==> config.mk <==
export PLATFORM = sky130hd
export DESIGN_NAME = ordered_list_table_unit_flat
export DESIGN_NICKNAME = d
export VERILOG_FILES = /design/src/hdl/olt_pkg.sv /design/src/hdl/olt_req_if.sv /design/src/hdl/olt_rsp_if.sv /design/src/hdl/olt_ctrl.sv /design/src/hdl/olt_dp.sv /design/src/hdl/ordered_list_table_unit.sv /design/src/flat_wrapper.sv
export SDC_FILE = /design/constraint.sdc
export NUM_CORES = 2
export LEC_CHECK = 0
export BUFFER_PORTS_ARGS = -buffer_cell sky130_fd_sc_hd__buf_4
export CORE_ASPECT_RATIO = 0.6
export CORE_MARGIN = 5
export CORE_UTILIZATION = 30
export DETAILED_ROUTE_END_ITERATION = 10
export SLEW_MARGIN = 5
export SYNTH_ARGS = -nofsm -noshare
export SYNTH_HDL_FRONTEND = slang
export SYNTH_SLANG_ARGS = --single-unit
==> constraint.sdc <==
create_clock -name clk -period 3.5 [get_ports clk]
set_input_delay 0.35 -clock clk [delete_from_list [all_inputs] [get_ports clk]]
set_output_delay 0.35 -clock clk [all_outputs]
set_load 0.1 [all_outputs]
==> src/hdl/olt_pkg.sv <==
// Shared constants, codes and control types for the ordered list table.
`timescale 1ns / 1ps
package olt_pkg;

  // List geometry
  localparam int DEPTH = 16;
  localparam int POS_W = $clog2(DEPTH);
  localparam int CNT_W = $clog2(DEPTH + 1);
  localparam int VAL_W = 32;
  localparam int ACT_W = 3;
  localparam int STS_W = 2;

  typedef logic signed [VAL_W-1:0] value_t;
  typedef logic [POS_W-1:0]        pos_t;
  typedef logic [CNT_W-1:0]        cnt_t;
  typedef logic [ACT_W-1:0]        action_t;
  typedef logic [STS_W-1:0]        status_t;

  // Action codes
  localparam action_t ACT_APPEND  = 3'd0;
  localparam action_t ACT_DEL_VAL = 3'd1;
  localparam action_t ACT_DEL_POS = 3'd2;
  localparam action_t ACT_FIND    = 3'd3;
  localparam action_t ACT_READ    = 3'd4;
  localparam action_t ACT_DUMP    = 3'd5;

  // Result status codes
  localparam status_t STS_DONE = 2'd0;
  localparam status_t STS_MISS = 2'd1;
  localparam status_t STS_FULL = 2'd2;

  // Controller to datapath commands
  typedef struct packed {
    logic load_in;
    logic scan;
    logic exec;
    logic dump_next;
  } olt_cmd_t;

  // Datapath to controller status
  typedef struct packed {
    logic res_last;
  } olt_sts_t;

endpackage

==> src/hdl/olt_req_if.sv <==
// Request channel: one action word with its operands.
`timescale 1ns / 1ps
interface olt_req_if;
  import olt_pkg::*;

  logic    valid;
  logic    ready;
  action_t action;
  value_t  value;
  pos_t    position;

  modport source (output valid, output action, output value, output position, input ready);
  modport sink   (input valid, input action, input value, input position, output ready);
endinterface

==> src/hdl/olt_rsp_if.sv <==
// Response channel: one result word per handshake.
`timescale 1ns / 1ps
interface olt_rsp_if;
  import olt_pkg::*;

  logic    valid;
  logic    ready;
  status_t status;
  pos_t    found_position;
  value_t  entry_value;
  cnt_t    entry_count;
  logic    last;

  modport source (output valid, output status, output found_position, output entry_value,
                  output entry_count, output last, input ready);
  modport sink   (input valid, input status, input found_position, input entry_value,
                  input entry_count, input last, output ready);
endinterface

==> src/hdl/olt_ctrl.sv <==
// Sequencing state machine for the ordered list table.
`timescale 1ns / 1ps
module olt_ctrl (
  input  logic              clk,
  input  logic              rst,
  input  logic              in_valid,
  output logic              in_ready,
  output logic              out_valid,
  input  logic              out_ready,
  output olt_pkg::olt_cmd_t cmd,
  input  olt_pkg::olt_sts_t sts
);
  import olt_pkg::*;

  typedef enum logic [3:0] {
    ST_IDLE = 4'b0001,
    ST_SCAN = 4'b0010,
    ST_EXEC = 4'b0100,
    ST_OUT  = 4'b1000
  } state_t;

  state_t state;
  state_t state_next;

  // Advance through scan, execute, then hold the result until taken
  always_comb begin
    state_next = state;
    unique case (state)
      ST_IDLE: if (in_valid) state_next = ST_SCAN;
      ST_SCAN: state_next = ST_EXEC;
      ST_EXEC: state_next = ST_OUT;
      ST_OUT:  if (out_ready && sts.res_last) state_next = ST_IDLE;
      default: state_next = ST_IDLE;
    endcase
  end

  always_ff @(posedge clk) begin
    if (rst) begin
      state <= ST_IDLE;
    end else begin
      state <= state_next;
    end
  end

  assign in_ready  = (state == ST_IDLE);
  assign out_valid = (state == ST_OUT);

  // Issue datapath commands
  always_comb begin
    cmd.load_in   = (state == ST_IDLE) && in_valid;
    cmd.scan      = (state == ST_SCAN);
    cmd.exec      = (state == ST_EXEC);
    cmd.dump_next = (state == ST_OUT) && out_ready && !sts.res_last;
  end

endmodule

==> src/hdl/olt_dp.sv <==
// Entry table, match flags and result register for the ordered list table.
`timescale 1ns / 1ps
module olt_dp (
  input  logic              clk,
  input  logic              rst,
  input  olt_pkg::olt_cmd_t cmd,
  output olt_pkg::olt_sts_t sts,
  input  olt_pkg::action_t  in_action,
  input  olt_pkg::value_t   in_value,
  input  olt_pkg::pos_t     in_position,
  output olt_pkg::status_t  res_status,
  output olt_pkg::pos_t     res_position,
  output olt_pkg::value_t   res_value,
  output olt_pkg::cnt_t     res_count,
  output logic              res_last
);
  import olt_pkg::*;

  // Latched request
  action_t act_r;
  value_t  val_r;
  pos_t    pos_r;

  // List storage
  value_t           entries [DEPTH];
  cnt_t             count;
  logic [DEPTH-1:0] match_vec;
  pos_t             dump_idx;

  // Execute-step decisions
  status_t sts_next;
  pos_t    pos_next;
  value_t  val_next;
  cnt_t    cnt_next;
  logic    last_next;
  logic    app_en;
  logic    del_en;
  pos_t    del_idx;

  logic    hit;
  pos_t    first_idx;
  logic    pos_ok;
  pos_t    rd_idx;
  value_t  rd_data;
  pos_t    dump_pos_next;

  // Capture the request word
  always_ff @(posedge clk) begin
    if (cmd.load_in) begin
      act_r <= in_action;
      val_r <= in_value;
      pos_r <= in_position;
    end
  end

  // Flag live entries equal to the request value
  always_ff @(posedge clk) begin
    if (cmd.scan) begin
      for (int i = 0; i < DEPTH; i++) begin
        match_vec[i] <= (entries[i] == val_r) && (CNT_W'(i) < count);
      end
    end
  end

  // Pick the lowest flagged position
  always_comb begin
    first_idx = '0;
    for (int i = DEPTH - 1; i >= 0; i--) begin
      if (match_vec[i]) first_idx = POS_W'(i);
    end
  end
  assign hit = |match_vec;

  assign pos_ok  = ({1'b0, pos_r} < count);
  assign rd_idx  = (act_r == ACT_DUMP) ? dump_idx : pos_r;
  assign rd_data = entries[rd_idx];

  // Decide the action outcome
  always_comb begin
    sts_next  = STS_MISS;
    pos_next  = '0;
    val_next  = '0;
    cnt_next  = count;
    last_next = 1'b1;
    app_en    = 1'b0;
    del_en    = 1'b0;
    del_idx   = first_idx;
    unique case (act_r)
      ACT_APPEND: begin
        if (count < CNT_W'(DEPTH)) begin
          app_en   = 1'b1;
          sts_next = STS_DONE;
          pos_next = count[POS_W-1:0];
          val_next = val_r;
          cnt_next = count + CNT_W'(1);
        end else begin
          sts_next = STS_FULL;
        end
      end
      ACT_DEL_VAL: begin
        if (hit) begin
          del_en   = 1'b1;
          sts_next = STS_DONE;
          pos_next = first_idx;
          val_next = val_r;
          cnt_next = count - CNT_W'(1);
        end
      end
      ACT_DEL_POS: begin
        if (pos_ok) begin
          del_en   = 1'b1;
          del_idx  = pos_r;
          sts_next = STS_DONE;
          pos_next = pos_r;
          val_next = rd_data;
          cnt_next = count - CNT_W'(1);
        end
      end
      ACT_FIND: begin
        if (hit) begin
          sts_next = STS_DONE;
          pos_next = first_idx;
          val_next = val_r;
        end
      end
      ACT_READ: begin
        if (pos_ok) begin
          sts_next = STS_DONE;
          pos_next = pos_r;
          val_next = rd_data;
        end
      end
      ACT_DUMP: begin
        if (count != '0) begin
          sts_next  = STS_DONE;
          pos_next  = dump_idx;
          val_next  = rd_data;
          last_next = (count == CNT_W'(1));
        end
      end
      default: begin
        sts_next = STS_MISS;
      end
    endcase
  end

  // Append at the tail, or close the gap behind a deleted entry
  always_ff @(posedge clk) begin
    if (cmd.exec && app_en) begin
      entries[count[POS_W-1:0]] <= val_r;
    end else if (cmd.exec && del_en) begin
      for (int i = 0; i < DEPTH - 1; i++) begin
        if (POS_W'(i) >= del_idx) entries[i] <= entries[i+1];
      end
    end
  end

  always_ff @(posedge clk) begin
    if (rst) begin
      count <= '0;
    end else if (cmd.exec) begin
      count <= cnt_next;
    end
  end

  // Step the dump cursor
  assign dump_pos_next = dump_idx + POS_W'(1);

  always_ff @(posedge clk) begin
    if (rst) begin
      dump_idx <= '0;
    end else if (cmd.load_in) begin
      dump_idx <= '0;
    end else if (cmd.exec || cmd.dump_next) begin
      dump_idx <= dump_pos_next;
    end
  end

  // Load the result word
  always_ff @(posedge clk) begin
    if (cmd.exec) begin
      res_status   <= sts_next;
      res_position <= pos_next;
      res_value    <= val_next;
      res_count    <= cnt_next;
      res_last     <= last_next;
    end else if (cmd.dump_next) begin
      res_status   <= STS_DONE;
      res_position <= dump_idx;
      res_value    <= rd_data;
      res_count    <= count;
      res_last     <= ({1'b0, dump_idx} + CNT_W'(1) == count);
    end
  end

  assign sts.res_last = res_last;

endmodule

==> src/hdl/ordered_list_table_unit.sv <==
// Top level of the ordered list table.
`timescale 1ns / 1ps
// Ordered list of up to DEPTH signed 32-bit values, packed from position 0.
// Each request word carries one action: append, delete by value, delete by
// position, find value, read position or dump. A request passes from
// acceptance to its result word through capture, compare of all live entries
// against the value, then execute and load the result register; the next
// request is taken in the cycle after the last result word is consumed. A dump
// gives one word per cycle while the sink is ready, count words in list
// order, with last set on the final one; an empty dump and every other
// action give a single word. Every word carries the entry count after the
// action.
module ordered_list_table_unit (
  input  logic       clk,
  input  logic       rst,
  olt_req_if.sink    req,
  olt_rsp_if.source  rsp
);
  import olt_pkg::*;

  olt_cmd_t cmd;
  olt_sts_t sts;

  olt_ctrl u_ctrl (
    .clk       (clk),
    .rst       (rst),
    .in_valid  (req.valid),
    .in_ready  (req.ready),
    .out_valid (rsp.valid),
    .out_ready (rsp.ready),
    .cmd       (cmd),
    .sts       (sts)
  );

  olt_dp u_dp (
    .clk          (clk),
    .rst          (rst),
    .cmd          (cmd),
    .sts          (sts),
    .in_action    (req.action),
    .in_value     (req.value),
    .in_position  (req.position),
    .res_status   (rsp.status),
    .res_position (rsp.found_position),
    .res_value    (rsp.entry_value),
    .res_count    (rsp.entry_count),
    .res_last     (rsp.last)
  );

endmodule

==> src/flat_wrapper.sv <==
// flat-port wrapper written by rule: the top's interface ports become plain ports
module ordered_list_table_unit_flat import olt_pkg::*;
  (clk, rst, req_valid, req_action, req_value, req_position, req_ready, rsp_valid, rsp_status, rsp_found_position, rsp_entry_value, rsp_entry_count, rsp_last, rsp_ready);
  olt_req_if req_i ();
  olt_rsp_if rsp_i ();
  input  logic clk;
  input  logic rst;
  input wire logic [$bits(req_i.valid)-1:0] req_valid;
  input wire logic [$bits(req_i.action)-1:0] req_action;
  input wire logic [$bits(req_i.value)-1:0] req_value;
  input wire logic [$bits(req_i.position)-1:0] req_position;
  output wire logic [$bits(req_i.ready)-1:0] req_ready;
  output wire logic [$bits(rsp_i.valid)-1:0] rsp_valid;
  output wire logic [$bits(rsp_i.status)-1:0] rsp_status;
  output wire logic [$bits(rsp_i.found_position)-1:0] rsp_found_position;
  output wire logic [$bits(rsp_i.entry_value)-1:0] rsp_entry_value;
  output wire logic [$bits(rsp_i.entry_count)-1:0] rsp_entry_count;
  output wire logic [$bits(rsp_i.last)-1:0] rsp_last;
  input wire logic [$bits(rsp_i.ready)-1:0] rsp_ready;
  assign req_i.valid = req_valid;
  assign req_i.action = req_action;
  assign req_i.value = req_value;
  assign req_i.position = req_position;
  assign req_ready = req_i.ready;
  assign rsp_valid = rsp_i.valid;
  assign rsp_status = rsp_i.status;
  assign rsp_found_position = rsp_i.found_position;
  assign rsp_entry_value = rsp_i.entry_value;
  assign rsp_entry_count = rsp_i.entry_count;
  assign rsp_last = rsp_i.last;
  assign rsp_i.ready = rsp_ready;
  ordered_list_table_unit u_core (.clk(clk), .rst(rst), .req(req_i), .rsp(rsp_i));
endmodule
# After elaboration in Yosys (flattened, before gate mapping)
# Memories as Yosys holds them, arrays and structs flattened.
# Cells that the tools add are included.
# Widths: inputs -> output; s select.
[totals] regBits=112 output_inout_bits=46 wordCells=235 input_bits=43 ram_bits=512 memories=1
[memory_table] name="u_core.u_dp.entries" depth=16 width=32 read_ports=17 rd_clocked_by_memory_dff=0 wr=15 line_no="olt_dp.sv:25" source="value_t entries [DEPTH];"
[classes] eq_ne=29 n_lt_le_gt_ge=33 reduce_logical=33 n_mux=123 addsub=4
[op_table] op="$eq 32x32->1" count=16
[op_table] op="$mux 32" count=7
[op_table] op="$pmux 32 s4" count=1
[op_table] op="$mux 4" count=28
[op_table] op="$mux 1" count=74
[op_table] op="$lt 4x5->1 const A" count=8
[op_table] op="$pmux 4 s4" count=2
[op_table] op="$reduce_or 32->1" count=1
[op_table] op="$ge 4x4->1 const A" count=7
[op_table] op="$mux 5" count=5
[op_table] op="$logic_and 1x1->1" count=22
[op_table] op="$lt 3x5->1 const A" count=4
[op_table] op="$ge 3x4->1 const A" count=4
[op_table] op="$reduce_or 16->1" count=1
[op_table] op="$pmux 5 s3" count=1
[op_table] op="$lt 1x5->1 const A" count=2
[op_table] op="$lt 2x5->1 const A" count=2
[op_table] op="$ge 1x4->1 const A" count=2
[op_table] op="$ge 2x4->1 const A" count=2
[op_table] op="$pmux 2 s4" count=1
[op_table] op="$eq 3x2->1 const B" count=2
[op_table] op="$eq 3x3->1 const B" count=2
[op_table] op="$mux 2" count=3
[op_table] op="$reduce_or 2->1" count=3
[op_table] op="other kinds (22)" count=22

# Longest topological paths before layout
[depth] ltp_word=25 ltp_mapped=13 mapped_depth_nobuf=9

# Hierarchy
# A second synthesis with hierarchy kept.
[unflattened] hier_cells=2962 area_unflattened_um2=37094.3
[modules_own_cells] mod="olt_dp" area_each_um2=36857.8 cells_per_inst=2938 n_inst=1 seq_area_each_um2=18527.8
[modules_own_cells] mod="olt_ctrl" area_each_um2=236.5 cells_per_inst=24 n_inst=1 seq_area_each_um2=80.1

# Worst setup path before layout
# Ideal clock, no wire load.
[synth_timing] path_kind="register to register" startpoint="reg u_core.u_ctrl.state[3]" endpoint="reg u_core.u_dp.dump_idx[2]" path_stages_with_launch=8 synth_period_minus_slack_ps=5598 t_arrival_ps=5477 path_slack_ps=-2098 t_required_ps=3379 path_buffers=0 setup_ps=121 cell_sequence="dfxtp_1 -> nor4b_1 -> nand3b_1 -> and2_1 -> inv_1 -> and2_1 -> xnor2_1 -> nor2_1"
[synth_via] elab_chain_cells=4 elab_cells_between_ends=8 cone_classes="eq/ne (3); reduce/logical (5)"
[synth_rtl] element="start: declaration" line_no="olt_ctrl.sv:22" source="state_t state;"
[synth_rtl] element="start signal: assignment" line_no="olt_ctrl.sv:41" source="state <= state_next;"
[synth_rtl] element="$eq 4x4->1"
[synth_rtl] element="named net rsp_valid" line_no="flat_wrapper.sv:13" source="output wire logic [$bits(rsp_i.valid)-1:0] rsp_valid;"
[synth_rtl] element="$logic_and 1x1->1 (2 in a row)" line_no="olt_ctrl.sv:53" source="cmd.dump_next = (state == ST_OUT) && out_ready && !sts.res_last;"
[synth_rtl] element="$logic_or 1x1->1" line_no="olt_dp.sv:174" source="end else if (cmd.exec || cmd.dump_next) begin"
[synth_rtl] element="end signal: assignment" line_no="olt_dp.sv:175" source="dump_idx <= dump_pos_next;"
[synth_rtl] element="end: declaration" line_no="olt_dp.sv:28" source="pos_t dump_idx;"
# The timed path passes the listed nets, and every way through them passes these cells.
# A chain may end at the register's enable or synchronous reset.

==> summary.md <==
| Metric | Value |
|---|---|
| Final nets | `about 3400` |
| Fin Setup TNS | `-0.111 ns` |
| Syn avg cell area | `11.4 um2` |
| IO buf count | `88` |
| Max-slew violations | `0` |
| Failing checks | `negative setup slack` |
| Yosys Warn Count | `0` |
| Syn Nets | `3274` |
| Most frequent CP cell | `a21oi_1` |
| Top cell type's share of synthesized area | `0.499` |
| Synth cell types | `71` |
| Worst EP arrival | `3.92 ns` |
| Fin cells | `5009` |
| Area Overhead vs Synth | `17.5%` |
| # setup viols final | `16` |
| Clk sink count | `between 600 and 700` |
| Buffer count from post-CTS setup fixing | `0` |
| Root buf cell | `clkbuf_16` |
| Drc violations | `0` |
| Synthesized instance count | `between 3000 and 4000` |
| WL/cell | `roughly 32 um` |
| Final setup margin | `-0.0147 ns` |
| Delay-heaviest family, CP | `simple AND/OR/NAND/NOR gates` |
| Cell Pwr Density | `423 nW/um2` |
| Clk slew on worst S/H paths | `roughly 0.08 ns` |
| Mapped Area | `36700 um2` |
| Clock Path Buffers | `3` |
| CTS tree | `yes` |
| Tot Pwr | `0.0183 W` |
| Die height | `281 um` |
| IO Pins | `89` |
| Tot GR Track Use | `0.239` |
| First-pass GRT wire length | `218 mm` |
| Routability Congestion | `about 1.1` |
| CP Capture Type | `register` |
| Worst path slowest cell | `nor4_2` |
| Layout cells sized above 1 | `0.236` |
| Setup Crit Path Kind | `reg -> reg` |
| CP Buf/Inv Count | `1` |
| Worst setup SP type | `register` |
| DRT Pass-1 Iters | `8` |
| Die area | `130000 um2` |
| Hpwl dp | `between 100 and 150 mm` |
| Max incr delay on CP | `0.60 ns` |
| # rows | `99` |
| Placed cell count | `4852` |
| Die width | `around 460 um` |
| DRT Wirelength | `between 150 and 200 mm` |
| DR vias | `28934` |
| Slew of the pin with the lowest slew margin | `a little under 1 ns` |
| FMAX | `285 MHz` |
| Core footprint | `122000 um2` |
| H-tree depth | `2` |
| # Max-Cap Violations | `0` |
| Worst relative slew slack | `0.338` |
| Start point of the critical path | `u_core.u_dp.match_vec[8]` |
| Vias/cell | `5.78` |
| Crit path time final | `3.51 ns` |
| Final hold violation count | `0` |
| R2r setup slk | `-0.01 ns` |
| Final ANT Viol Nets | `0` |
| Antenna violations before repair | `6` |
| Synth top area cells | `edfxtp_1, mux2_2, xor2_1, xnor2_1, nand2_1` |
| Worst Path Max Fanout | `33` |
| Total grt overflow | `0` |
| Hold Startpoint | `rsp_ready` |
| Initial Utilization | `0.302` |
| Period utilization | `1.00` |
| Total CTS buffers | `60` |
| Synth async-reset ratio | `0` |
| Seq cells post-synth | `624` |
| RSZ-0062 raised after global routing | `no` |
| Sequential area share after synthesis | `0.506` |
| Pin count of the biggest net entering global routing | `between 60 and 70` |
| Required @ worst endpoint | `around 3.9 ns` |
| Leakage | `14.8 nW` |
| Hold crit path type | `in -> reg` |
| Clk_lat worst skew | `0.67 ns` |
| Reg-to-Reg Start | `u_core.u_dp.match_vec[8]` |
| Skew final | `0.0212 ns` |
| Top cell type by total area after synthesis | `edfxtp_1` |
| Number of global-route vias before repair | `approximately 26000` |
| Number of flops mapped to enable cells by yosys | `611` |
| Synth Flop Type | `edfxtp_1` |
| Outcome | `complete, but fails checks` |
| Worst VDD drop | `0.000367 V` |
| 1st-iter DRT viols | `5094` |
| Final Core Density | `0.355` |
| CP cell instances | `nor4_2, a21oi_1, nor2_1, nor3b_4, a21oi_1, o21ai_4, buf_12, mux2_2` |
==> cells by family after synthesis <==
kind of cell,synth area share
XOR/XNOR,0.125
AND/OR/NAND/NOR,0.132
multiplexers,0.147
adder cells (fa/ha/maj),0.00368
AO/OA/AOI/OAI,0.0515
buffers and inverters,0.0347
flip-flops,0.506
==> synthesized netlist by cell type (2+ instances only) <==
cell and number:
a2111oi_0 7, a21boi_0 3, a21o_1 11, a21oi_1 27, a222oi_1 3, a22oi_1 2, a31oi_1 4, a32oi_1 97
and2_1 5, and3_1 2, buf_1 49, buf_2 47, buf_4 11, buf_6 6, clkbuf_1 177, dfxtp_1 13
edfxtp_1 611, ha_1 10, inv_1 10, mux2_1 68, mux2_2 351, mux2i_1 69, nand2_1 523, nand2b_1 4
nand3_1 247, nand3b_1 4, nand4_1 68, nor2_1 40, nor2b_1 12, nor3_1 12, nor3b_2 2, nor4_1 94
nor4b_1 3, o21a_1 5, o21ai_0 23, o21ai_1 2, o21ai_2 2, o22ai_1 2, o2bb2ai_1 32, o31ai_1 4
or4_1 8, xnor2_1 225, xor2_1 298
==> path summary, 6_finish.rpt <==
| path | end | depth (start not counted) |
|---|---|---|
| hold reg to reg | u_core.u_dp.entries[7][29] | 2 |
| setup reg to reg | u_core.u_dp.entries[6][6] | 8 |
| setup / recovery | u_core.u_dp.entries[6][6] | 8 |
| hold / removal | u_core.u_ctrl.state[3] | 4 |
==> cells in the final DEF (no fill, tap or decap), types with 5 or more instances in the layout <==
cell type,n
a2111oi_0,5
a21o_1,7
a21oi_1,24
a32oi_1,96
buf_12,59
buf_4,246
bufinv_16,6
clkbuf_1,5
clkbuf_16,61
clkinv_1,5
clkinv_2,9
clkinv_4,7
clkinvlp_4,9
dfxtp_1,13
dlygate4sd3_1,41
edfxtp_1,611
ha_1,10
inv_1,8
inv_6,5
mux2_1,68
mux2_2,349
mux2i_1,67
nand2_1,523
nand3_1,246
nand4_1,68
nor2_1,34
nor2_2,5
nor2b_1,12
nor3_1,12
nor4_1,94
o21a_1,5
o21ai_0,23
o2bb2ai_1,32
or4_1,8
xnor2_1,225
xor2_1,298
==> per-layer routing <==
layer / track usage / vias up / wire, um
met5: 0.0128 / - / 242
met4: 0.0422 / 6 / 3200
met3: 0.139 / 199 / 30100
met2: 0.290 / 2171 / 57700
met1: 0.356 / 14515 / 69500
li1: - / 12043 / -
==> area by class of cell <==
type                            instances  area, um2
Clock buffer                           69       1590
Clock inverter                         43        439
Timing Repair Buffer                  346       3440
Inverter                               11       41.3
Sequential cell                       624      18600
Fill cell                           12038      78500
Antenna cell                            4       10.0
Multi-Input combinational cell       2296      17000
Tap cell                             1616       2020
==> worst reg2reg max path, stage by stage, from the launching register on <==
cell and delay (ns):
edfxtp_1 0.50, nor4_2 0.60, a21oi_1 0.33, nor2_1 0.38
nor3b_4 0.44, a21oi_1 0.19, o21ai_4 0.19, buf_12 0.25
mux2_2 0.39
==> report_power, final <==
group	total, W	internal (W)	leakage [nW]	switching (W)
Clock	0.00700	0.00374	0.972	0.00327
Combinational	0.00281	0.000996	8.18	0.00182
Sequential	0.00844	0.00830	5.64	0.000140
Total	0.0183	0.0130	14.8	0.00522
==> timing repair <==
item                                    CTS  global route
hold buffers                             41             0
hold endpoints to repair                 47             0
endpoints found under the setup margin    0             2
resized for setup                         0             1
==> sequential cells by signal, indices dropped and copies added (netlist names), 2 cells and up <==
name	count
u_core.u_dp.act_r	3
u_core.u_dp.dump_idx	4
u_core.u_dp.entries	512
u_core.u_dp.val_r	32
u_core.u_dp.res_count	5
u_core.u_dp.count	5
u_core.u_dp.res_position	4
u_core.u_dp.res_value	32
u_core.u_dp.pos_r	4
u_core.u_dp.match_vec	16
u_core.u_ctrl.state	4
u_core.u_dp.res_status	2
==> through the flow <==
| step | worst slack [ns] | instance area (um2) | hold WS [ns] |
|---|---|---|---|
| after CTS | 0.177 | 43200 | 0.104 |
| after global placement | 0.112 | 40700 | 0.528 |
| after detailed placement | 0.206 | 40700 | 0.530 |
| after floorplan | 0.00380 | 36800 | 0.422 |
| after global routing | 0.0785 | 43200 | 0.133 |
| final | -0.0147 | 43200 | 0.130 |
Note: power is estimated with default switching activity, not from simulation.
